[src/rtl/tpp_divider.sv]
// tpp_divider: bit-serial unsigned divider, one quotient bit per cycle
// no dependencies
`timescale 1ns / 1ps
module tpp_divider #(
    parameter int NUM_BITS = 48,
    parameter int DEN_BITS = 32
) (
    input  logic                i_clk,
    input  logic                i_rst_n,
    input  logic                i_go,
    input  logic [NUM_BITS-1:0] i_num,
    input  logic [DEN_BITS-1:0] i_den,
    output logic                o_done,
    output logic [NUM_BITS-1:0] o_quo,
    output logic [DEN_BITS-1:0] o_rem
);
    localparam int CB = $clog2(NUM_BITS + 1);
    logic [NUM_BITS-1:0] r_quo;
    logic [DEN_BITS:0]   r_rem;
    logic [DEN_BITS-1:0] r_den;
    logic [CB-1:0]       r_cnt;
    logic                r_busy, r_done;
    logic [DEN_BITS:0]   w_sh;

    assign w_sh = {r_rem[DEN_BITS-1:0], r_quo[NUM_BITS-1]};

    always_ff @(posedge i_clk) begin
        if (!i_rst_n) begin
            r_busy <= 1'b0;
            r_done <= 1'b0;
            r_cnt  <= '0;
        end else begin
            r_done <= 1'b0;
            if (i_go) begin
                r_busy <= 1'b1;
                r_quo  <= i_num;
                r_rem  <= '0;
                r_den  <= i_den;
                r_cnt  <= CB'(NUM_BITS);
            end else if (r_busy) begin
                if (w_sh >= {1'b0, r_den}) begin
                    r_rem <= w_sh - {1'b0, r_den};
                    r_quo <= {r_quo[NUM_BITS-2:0], 1'b1};
                end else begin
                    r_rem <= w_sh;
                    r_quo <= {r_quo[NUM_BITS-2:0], 1'b0};
                end
                r_cnt <= r_cnt - 1'b1;
                if (r_cnt == CB'(1)) begin
                    r_busy <= 1'b0;
                    r_done <= 1'b1;
                end
            end
        end
    end

    assign o_done = r_done;
    assign o_quo  = r_quo;
    assign o_rem  = r_rem[DEN_BITS-1:0];
endmodule

[config.mk]
export PLATFORM = sky130hd
export DESIGN_NAME = tpp_divider
export DESIGN_NICKNAME = d
export VERILOG_FILES = /design/src/rtl/tpp_divider.sv
export SDC_FILE = /design/constraint.sdc
export NUM_CORES = 1
export LEC_CHECK = 0
export ABC_CLOCK_PERIOD_IN_PS = 8100
export BUFFER_PORTS_ARGS = -buffer_cell sky130_fd_sc_hd__buf_2
export CORE_UTILIZATION = 28
export CTS_BUF_LIST = sky130_fd_sc_hd__clkbuf_4
export CTS_CLUSTER_DIAMETER = 150
export DETAILED_ROUTE_END_ITERATION = 8
export PLACE_DENSITY = 0.49
export SETUP_SLACK_MARGIN = 0.15
export SYNTH_ARGS = -nofsm -noshare
export SYNTH_HDL_FRONTEND = slang
export SYNTH_SLANG_ARGS = --single-unit
[constraint.sdc]
create_clock -name i_clk -period 8.1 [get_ports i_clk]
set_input_delay 0.81 -clock i_clk [delete_from_list [all_inputs] [get_ports i_clk]]
set_output_delay 0.81 -clock i_clk [all_outputs]
set_load 0.02 [all_outputs]
==> results of run 1 <==
-- layout by cell type, fill, tap and decap left out, types with 18 or more instances in the layout --
cell,count
a21oi_1,28
buf_2,162
clkbuf_4,18
edfxtp_1,112
ha_1,34
inv_1,44
mux2_2,47
mux2i_1,26
nand2_1,27
nor2_1,51
xnor2_1,23
-- cells by family after synthesis --
logic type	share of synthesized area (%)
adder cells (fa/ha/maj)	6.667
flip-flops	52.73
AO/OA/AOI/OAI	11.80
AND/OR/NAND/NOR	8.746
multiplexers	11.82
XOR/XNOR	4.195
buffers and inverters	4.045
-- stage by stage --
stage                     util [%]  hold slack [ns]  worst slack (ns)  instance area [sq um]
after global placement       33.45           0.4870             4.610                   7828
final                        34.82           0.4395             4.606                   8149
after CTS                    34.81           0.3686             4.591                   8147
after floorplan                  -           0.4685             4.441                   6681
after detailed placement     33.45           0.4922             4.607                   7828
after global routing         34.82           0.3525             4.408                   8149
-- final cells by class --
| class | instances | area, sq um | area share, % |
|---|---|---|---|
| clock inverters | 14 | 183.9 | 2.257 |
| repair buffers | 166 | 840.8 | 10.32 |
| inverters | 45 | 168.9 | 2.073 |
| well taps | 319 | 399.1 | 4.898 |
| flip-flops and latches | 120 | 3523 | 43.24 |
| multi-input cells | 376 | 2895 | 35.53 |
| clock buffers | 18 | 135.1 | 1.658 |
| diodes | 1 | 2.502 | 0.03071 |
-- synth_stat cells (2+ instances only) --
library cell | instances | share of area, %
nand2b_1 | 5 | 0.47
dfxtp_1 | 8 | 2.4
and3_1 | 2 | 0.19
o21bai_1 | 5 | 0.56
nor2_1 | 51 | 2.9
o22ai_1 | 2 | 0.19
o211ai_1 | 3 | 0.34
a211oi_1 | 6 | 0.67
mux2i_1 | 26 | 3.9
nand4_1 | 9 | 0.84
nor4b_1 | 2 | 0.26
nand3_1 | 6 | 0.45
inv_1 | 44 | 2.5
edfxtp_1 | 112 | 50
a31oi_1 | 6 | 0.56
a21o_1 | 17 | 1.9
clkbuf_1 | 17 | 0.96
nor2b_1 | 5 | 0.47
buf_2 | 3 | 0.22
nor3_1 | 4 | 0.30
a211oi_2 | 2 | 0.37
o31ai_2 | 2 | 0.37
mux2_2 | 47 | 7.9
nand3b_1 | 4 | 0.45
o21a_1 | 10 | 1.1
xor2_1 | 9 | 1.2
xnor2_1 | 23 | 3.0
buf_6 | 2 | 0.34
o21ai_0 | 14 | 1.0
a21oi_1 | 28 | 2.1
nand2_1 | 27 | 1.5
ha_1 | 34 | 6.4
o31a_1 | 3 | 0.39
-- final timing paths --
path | endpoint | slack (ns) | from
setup / recovery | r_rem[27] | 4.61 | r_rem[2]
hold / removal | r_den[23] | 0.44 | i_den[23]
setup reg to reg | r_rem[27] | 4.61 | r_rem[2]
hold reg to reg | r_cnt[1] | 0.51 | r_cnt[1]
-- power groups by stage --
stage	combinational [mW]	sequential [mW]	clock (mW)
6_report	0.478	0.772	0.502
5_1_grt	0.531	0.780	0.551
4_1_cts	0.483	0.774	0.525
3_5_place_dp	0.480	0.787	0
3_3_place_gp	0.480	0.787	0
2_1_floorplan	0.313	0.823	0
-- worst max-delay path, stage by stage (launching register included) --
cell,delay (ns)
edfxtp_1,0.42
ha_1,0.40
a21o_1,0.20
a21o_1,0.19
o21ai_1,0.25
nand3_1,0.20
o21ai_2,0.24
o31a_1,0.24
o221a_4,0.72
mux2i_1,0.28
nor2_1,0.05
-- flip-flops by register name (all words and copies together) (netlist names) --
signal  cells
o_quo      48
r_busy      1
o_done      1
r_cnt       6
r_den      32
r_rem      32
-- layer usage --
metal | wire (um) | GRT usage, % | vias up
met5 | 27 | 0 | -
met4 | 65 | 3.361 | 4
met3 | 1317 | 6.065 | 6
met2 | 8197 | 24.66 | 163
met1 | 7636 | 17.37 | 2350
li1 | - | - | 2402
==> flow_summary.yaml, run 1 <==
power:
  p_leak_nw: 3.400
  powerDensity_mw_per_mm2: 215.1
  p_sw_mw: 0.5853
  internal-power_mw: 1.167
  peakVddDrop_mv: 0.09261
  power_frac_seq_pct: 44.1
  p_total_mw: 1.753
  pwr-share-comb_pct: 27.3
  p_clk_share_pct: 28.7
  swShare_pct: 33.40
critical_path:
  reg2reg_depth: 10
  critical_path_arrival_ns: 3.75
  end_kind: "register"
  crit_path_start_kind: "register"
  crit_required_ns: 8.36
  critPathKind: "register to register"
  path_max_fanout: 40
clock_tree:
  cts_tree: "done"
  clock-sinks: 120
  cts_setup_buffers: 0
  cts_buffer_depth: 2
  cts_root_buf: "clkbuf_4"
  cts_resized: 0
  numCtsBuffers: 17
  clock_latency_ns: 0.55
  cts.clk_slew.worst_paths_ns: 0.14
  cts-htree-levels: 4
  cts_hold_buf: 0
final_layout:
  nFillCells: 2455
  drive_gt1_share_pct: 34.78
  nets: 844
  finalNonFillerCells: 1059
  areaGrowthSynthToFinish_pct: 21.97
floorplan:
  start_util_pct: 28.55
  ioPinCount: 164
  rows: 56
  die_area_sq_mm: 0.02448
  die_height_um: 156.5
  dieWidth_um: 156.5
  design.core.area_sq_mm: 0.02340
global_routing:
  grt_max_degree: 84
  grt-ovfl-total: 0
  grt_usage_pct: 14.68
  grt_pass1_vias: 5111
  antenna_found_initial: 3
  grt_pass1_wl_mm: 27.21
placed_design:
  dpl.cell_count: 1026
  dp_hpwl_mm: 12.41
  gp_congestion: 0.7969
  numPortBuffers: 163
synth:
  syn_avg_cell_area_sq_um: 11.87
  dominantRegCellSynth: "edfxtp_1"
  synthArstFlopShare_pct: 0
  synth_edf_count: 112
  syn-num-nets: 681
  seq_area_frac_synth_pct: 52.73
  syn_area_sq_mm: 0.006681
  syn_inst: 563
  ys_seq_elements: 120
  yosysWarnings: 0
  synth_cell_types: 58
sta:
  setup_viol: 0
  finalHoldViolations: 0
  tightest_slew_ns: 1.040
  fmax_mhz: 286.2
  fin_tns_setup_ns: 0
  rsz0062_at_grt: "false"
  fin_crit_ns: 3.494
  timing.final.crit_share_pct: 43.13
  fin_skew_ns: 0.03219
  relSlewSlack_pct: 30.64
  maxSlewViolCount: 0
routing:
  first_pass_iters: 4
  dr_total_vias: 4925
  via_per_inst: 4.651
  totalWireLength_mm: 17.25
  wire_per_inst_um: 16.28
  drc_errors: 0
  ant_nets: 0
  drt-initial-drc-count: 219
run_status:
  outcome: "complete, no violations"
min_path:
  hold_class: "input pin to register"
  hold_path_depth: 1
flow_run:
  drv_cap: 0
Power figures use the tool's default switching activity.
==> run 2, diff against run 1 <==
--- a/config.mk
+++ b/config.mk
@@ -5,13 +5,14 @@
 export SDC_FILE = /design/constraint.sdc
 export NUM_CORES = 1
 export LEC_CHECK = 0
-export ABC_CLOCK_PERIOD_IN_PS = 8100
+export ABC_AREA = 1
+export ABC_CLOCK_PERIOD_IN_PS = 3200
 export BUFFER_PORTS_ARGS = -buffer_cell sky130_fd_sc_hd__buf_2
 export CORE_UTILIZATION = 28
 export CTS_BUF_LIST = sky130_fd_sc_hd__clkbuf_4
 export CTS_CLUSTER_DIAMETER = 150
 export DETAILED_ROUTE_END_ITERATION = 8
-export PLACE_DENSITY = 0.49
+export PLACE_DENSITY = 0.5
 export SETUP_SLACK_MARGIN = 0.15
 export SYNTH_ARGS = -nofsm -noshare
 export SYNTH_HDL_FRONTEND = slang
==> constraint.sdc (replaced) <==
create_clock -name i_clk -period 3.2 [get_ports i_clk]
set_input_delay 0.32 -clock i_clk [delete_from_list [all_inputs] [get_ports i_clk]]
set_output_delay 0.32 -clock i_clk [all_outputs]
set_load 0.02 [all_outputs]
==> flow_summary.yaml, run 2 <==
synth:
  synthTopCellsByArea: "edfxtp_1, nand2_1, inv_1"
  synth_top_area_share_pct: 43.47
  synth_common_cells: "nand2_1, inv_1, nor2_1"
  dominantRegCellSynth: "edfxtp_1"
  seq_area_frac_synth_pct: 45.54
  yosysMostFrequentCell: "nand2_1"
  yosys.area.top_type: "edfxtp_1"
  synth_cell_types: 37
  ys_seq_elements: 120
  synth_edf_count: 112
  syn_avg_cell_area_sq_um: 7.362
  syn_inst: 1051
  syn-num-nets: 1169
  syn_area_sq_mm: 0.007737
  synthArstFlopShare_pct: 0
  yosysWarnings: 0
sta:
  fin_crit_ns: 2.718
  fin_ws_ns: 0.4819
  finalHoldViolations: 0
  fmax_mhz: 367.9
  fin_tns_setup_ns: 0
  rsz0062_at_grt: "false"
  fin_skew_ns: 0.04062
  relSlewSlack_pct: 55.37
  tightest_slew_ns: 0.6684
  maxSlewViolCount: 0
  timing.final.crit_share_pct: 84.94
  setup_viol: 0
clock_tree:
  clock-sinks: 120
  cts_resized: 0
  clock_latency_ns: 0.59
  cts_tree: "done"
  cts.clk_slew.worst_paths_ns: 0.15
  cts_root_buf: "clkbuf_4"
  numCtsBuffers: 17
  cts_buffer_depth: 2
  cts-htree-levels: 4
routing:
  first_pass_iters: 5
  via_per_inst: 4.281
  dr_total_vias: 7051
  ant_nets: 0
  wire_per_inst_um: 13.96
  totalWireLength_mm: 23.00
  drt-initial-drc-count: 359
  drc_errors: 0
final_layout:
  largest_reg_flops: 48
  drive_gt1_share_pct: 16.93
  nFillCells: 2928
  areaGrowthSynthToFinish_pct: 29.19
  layout_commonest_cell: "nand2_1"
  nets: 1410
  mostFrequentLayoutCells: "nand2_1, inv_1, buf_2, nor2_1, edfxtp_1"
critical_path:
  crit_required_ns: 3.62
  path_max_fanout: 25
  critical_path_arrival_ns: 3.13
  crit_path_start_kind: "register"
  end_kind: "register"
  critPathKind: "register to register"
power:
  swShare_pct: 41.29
  p_total_mw: 4.969
  peakVddDrop_mv: 0.2962
  p_clk_share_pct: 23.8
  p_sw_mw: 2.051
  powerDensity_mw_per_mm2: 497.1
  power_frac_seq_pct: 40.6
  pwr-share-comb_pct: 35.6
  internal-power_mw: 2.917
  p_leak_nw: 5.209
floorplan:
  ioPinCount: 164
  rows: 60
  start_util_pct: 28.63
  die_height_um: 168.2
  dieWidth_um: 168.2
  die_area_sq_mm: 0.02830
  design.core.area_sq_mm: 0.02703
global_routing:
  grt_usage_pct: 16.64
  grt_pass1_wl_mm: 36.72
  antenna_found_initial: 1
  grt_max_degree: 51
  grt_pass1_vias: 7211
  grt-ovfl-total: 0
placed_design:
  dp_hpwl_mm: 17.34
  dp_worst_setup_slack_ns: 0.4942
  numPortBuffers: 163
  gp_congestion: 0.9033
min_path:
  hold_class: "input pin to register"
flow_run:
  drv_cap: 0
run_status:
  outcome: "complete, no violations"
-- run 2: cell count changes after synthesis, moves of 21 or more --
| cell | change |
|---|---|
| nand3_1 | +24 |
| nor2_1 | +63 |
| inv_1 | +126 |
| xnor2_1 | -21 |
| mux2_2 | -47 |
| mux2i_1 | -26 |
| nand2_1 | +426 |
-- run 2: path summary, 6_finish.rpt --
kind	from	to	slack, ns	cells after the start
worst min-delay path	i_num[15]	o_quo[15]	0.05	3
worst max register to register	r_rem[7]	r_rem[31]	0.48	14
worst min register to register	r_cnt[1]	r_cnt[1]	0.52	2
worst max-delay path	r_rem[7]	r_rem[31]	0.48	14
-- run 2: cells by family (layout without fill, tap and decap cells) --
kind of cell               Yosys count  after routing  share of synthesized area (%)
and+or+nand+nor                    654            654                          34.99
AOI/OAI and AO/OA                   26             26                          1.763
buffers and inverters              200            454                          10.14
xor gates and xnor gates            16             16                          1.811
other                                0              1                              0
DFF                                120            120                          45.54
adders and majority gates           35             35                          5.757
-- run 2: final cells by class --
cell class                 instances  area, sq um  share of cell area [%]
sequential                       120         3523                   35.25
clock buffer                      17        127.6                   1.277
clock inverter                    15        171.4                   1.715
antenna                            1        2.502                 0.02503
tap                              341        426.7                   4.268
timing repair buffer             244         1637                   16.37
inverter                         178        670.6                   6.709
multi-input combinational        731         3437                   34.38
-- run 2: stage by stage --
stage	util, %	cells	hold slack [ns]	instance area (sq um)
after detailed placement	33.09	1539	0.4981	8944
after floorplan	-	1051	0.4189	7737
after global placement	33.09	1539	0.4938	8944
after CTS	36.98	1646	0.0005773	9993
final	36.99	1647	0.04585	9996
after global routing	36.99	1647	0.005312	9996
-- run 2: power groups by stage --
stage,registers [mW],clock network (mW),logic [mW]
2_1_floorplan,2.18,0,1.07
3_3_place_gp,2.05,0,1.70
3_5_place_dp,2.05,0,1.71
4_1_cts,2.02,1.23,1.78
5_1_grt,2.04,1.30,2.01
6_report,2.02,1.18,1.77
-- run 2: what timing repair did --
item	4_1_cts	5_1_grt
hold endpoints to repair	76	0
setup buffers	0	0
hold buffers	75	0
-- run 2: metal layers --
| layer | routed length [um] | global-route usage, % | vias to the layer above |
|---|---|---|---|
| met5 | 0 | 0 | - |
| met4 | 131 | 2.846 | 0 |
| met3 | 1464 | 5.172 | 9 |
| met2 | 10830 | 28.61 | 189 |
| met1 | 10580 | 20.60 | 3145 |
| li1 | - | - | 3708 |
-- run 2: critical path: stages, from the launching register on --
cell and delay, ns:
edfxtp_1 0.43, ha_1 0.37, nand2_1 0.14, inv_1 0.05, nand2_1 0.06, nand2_1 0.07, inv_1 0.07, nand3_2 0.11
nand2_1 0.10, nand2_1 0.11, nand2_4 0.33, nand2_8 0.18, inv_4 0.32, nor2_1 0.10, nor2_1 0.12
==> run 3, diff against run 2 <==
--- a/config.mk
+++ b/config.mk
@@ -6,7 +6,7 @@
 export NUM_CORES = 1
 export LEC_CHECK = 0
 export ABC_AREA = 1
-export ABC_CLOCK_PERIOD_IN_PS = 3200
+export ABC_CLOCK_PERIOD_IN_PS = 2200
 export BUFFER_PORTS_ARGS = -buffer_cell sky130_fd_sc_hd__buf_2
 export CORE_UTILIZATION = 28
 export CTS_BUF_LIST = sky130_fd_sc_hd__clkbuf_4
==> constraint.sdc (replaced) <==
create_clock -name i_clk -period 2.2 [get_ports i_clk]
set_input_delay 0.22 -clock i_clk [delete_from_list [all_inputs] [get_ports i_clk]]
set_output_delay 0.22 -clock i_clk [all_outputs]
set_load 0.02 [all_outputs]
==> flow_summary.yaml, run 3 (synthesis gave the netlist of run 2 again) <==
critical_path:
  r2r_slack_ns: 0.05
  path_max_fanout: 8
  end_kind: "register"
  crit_required_ns: 2.50
  critical_path_arrival_ns: 2.46
  crit_path_start_kind: "register"
  critPathKind: "register to register"
routing:
  ant_nets: 0
  first_pass_iters: 4
  wire_per_inst_um: 14.05
  totalWireLength_mm: 24.69
  drc_errors: 0
  drt-initial-drc-count: 368
  via_per_inst: 4.294
  dr_total_vias: 7544
sta:
  fin_ws_ns: 0.04947
  fin_skew_ns: 0.02655
  fmax_mhz: 465.0
  rsz0062_at_grt: "true"
  setup_viol: 0
  timing.final.crit_share_pct: 97.75
  relSlewSlack_pct: 69.67
  tightest_slew_ns: 0.4549
  maxSlewViolCount: 0
  finalHoldViolations: 0
  holdWs_ns: 0.08398
  fin_crit_ns: 2.151
clock_tree:
  cts-htree-levels: 4
  cts_tree: "done"
  clock-sinks: 120
  cts_buffer_depth: 2
  clock_latency_ns: 0.55
  cts_root_buf: "clkbuf_4"
  cts.clk_slew.worst_paths_ns: 0.14
  numCtsBuffers: 17
global_routing:
  grt-ovfl-total: 0
  grt_max_degree: 45
  antenna_found_initial: 1
  grt_pass1_vias: 7512
  grt_usage_pct: 17.80
  grt_pass1_wl_mm: 39.05
final_layout:
  nets: 1519
  drive_gt1_share_pct: 34.30
  largest_reg_flops: 48
  mostFrequentLayoutCells: "nand2_1, buf_2, inv_1, edfxtp_1, buf_4"
  areaGrowthSynthToFinish_pct: 52.05
  final_core_util_pct: 43.53
  layout_commonest_cell: "nand2_1"
power:
  peakVddDrop_mv: 0.2985
  p_leak_nw: 5.818
  powerDensity_mw_per_mm2: 700.6
run_status:
  outcome: "complete, no violations"
floorplan:
  die_area_sq_mm: 0.02830
  die_height_um: 168.2
  ioPinCount: 164
  start_util_pct: 28.63
  rows: 60
  design.core.area_sq_mm: 0.02703
  dieWidth_um: 168.2
placed_design:
  dp_hpwl_mm: 18.46
  numPortBuffers: 163
  gp_congestion: 0.8843
  dp_worst_setup_slack_ns: -0.06848
min_path:
  hold_class: "input pin to register"
flow_run:
  drv_cap: 0
run 3: cell count changes in the layout (fill, tap and decap cells not counted), sizes merged, moves of 2 or more:
cell | previous run | this run
buf | 169 | 271
clkbuf | 17 | 19
clkinv | 6 | 8
dlygate4sd3 | 75 | 81
inv | 187 | 182
run 3: metrics by stage:
step           cell area (sq um)  std cells  TNS [ns]  total power, mW
4_1_cts                    11330       1741         0            8.041
3_5_place_dp                9869       1614    -1.006            5.987
6_report                   11770       1757         0            8.243
2_1_floorplan               8087       1051         0            4.881
3_3_place_gp                9869       1614   -0.4688            5.975
5_1_grt                    11770       1757   -0.6561            8.824
run 3: worst paths after layout:
path              from   endpoint  depth (start not counted)
max reg2reg  r_rem[30]  r_rem[20]                         13
max          r_rem[30]  r_rem[20]                         13
min               i_go     r_busy                          3
min reg2reg   r_cnt[4]   r_cnt[4]                          2
run 3: cell type report:
type	count	area [sq um]
Fill cell	2795	15260
Multi-Input combinational cell	731	4264
Sequential cell	120	3523
Timing Repair Buffer	353	2579
Inverter	178	688.2
Tap cell	341	426.7
Clock inverter	14	143.9
Clock buffer	18	135.1
Antenna cell	2	5.005
run 3: worst max-delay path: stages, from the launching register on:
cell and delay (ns):
edfxtp_1 0.47, ha_4 0.32, nand2_4 0.05, nor2_4 0.13, nand2_4 0.07, nor2_4 0.10
inv_2 0.05, nor3_4 0.19, nand2_8 0.11, nand2_8 0.12, buf_8 0.14, nand2_1 0.05
nand2_1 0.05, nor2_1 0.05
run 3: routing by layer:
| layer | global-route usage (%) | wire, um |
|---|---|---|
| met1 | 22.11 | 11200 |
| met3 | 4.984 | 1510 |
| met4 | 3.320 | 276 |
| met2 | 30.83 | 11700 |
| met5 | 0 | 0 |
run 3: what timing repair did:
action,in CTS,in global routing
setup endpoints to repair,33,33
pin swaps,22,31
resized for setup,85,91
buffers inserted,14,13
cloned,0,1
endpoints found under the hold margin,86,0
hold buffers,81,0
run 3: report_power, final:
group	switching [mW]	internal, mW
logic	2.03	1.60
registers	0.159	2.79
clock network	1.06	0.607
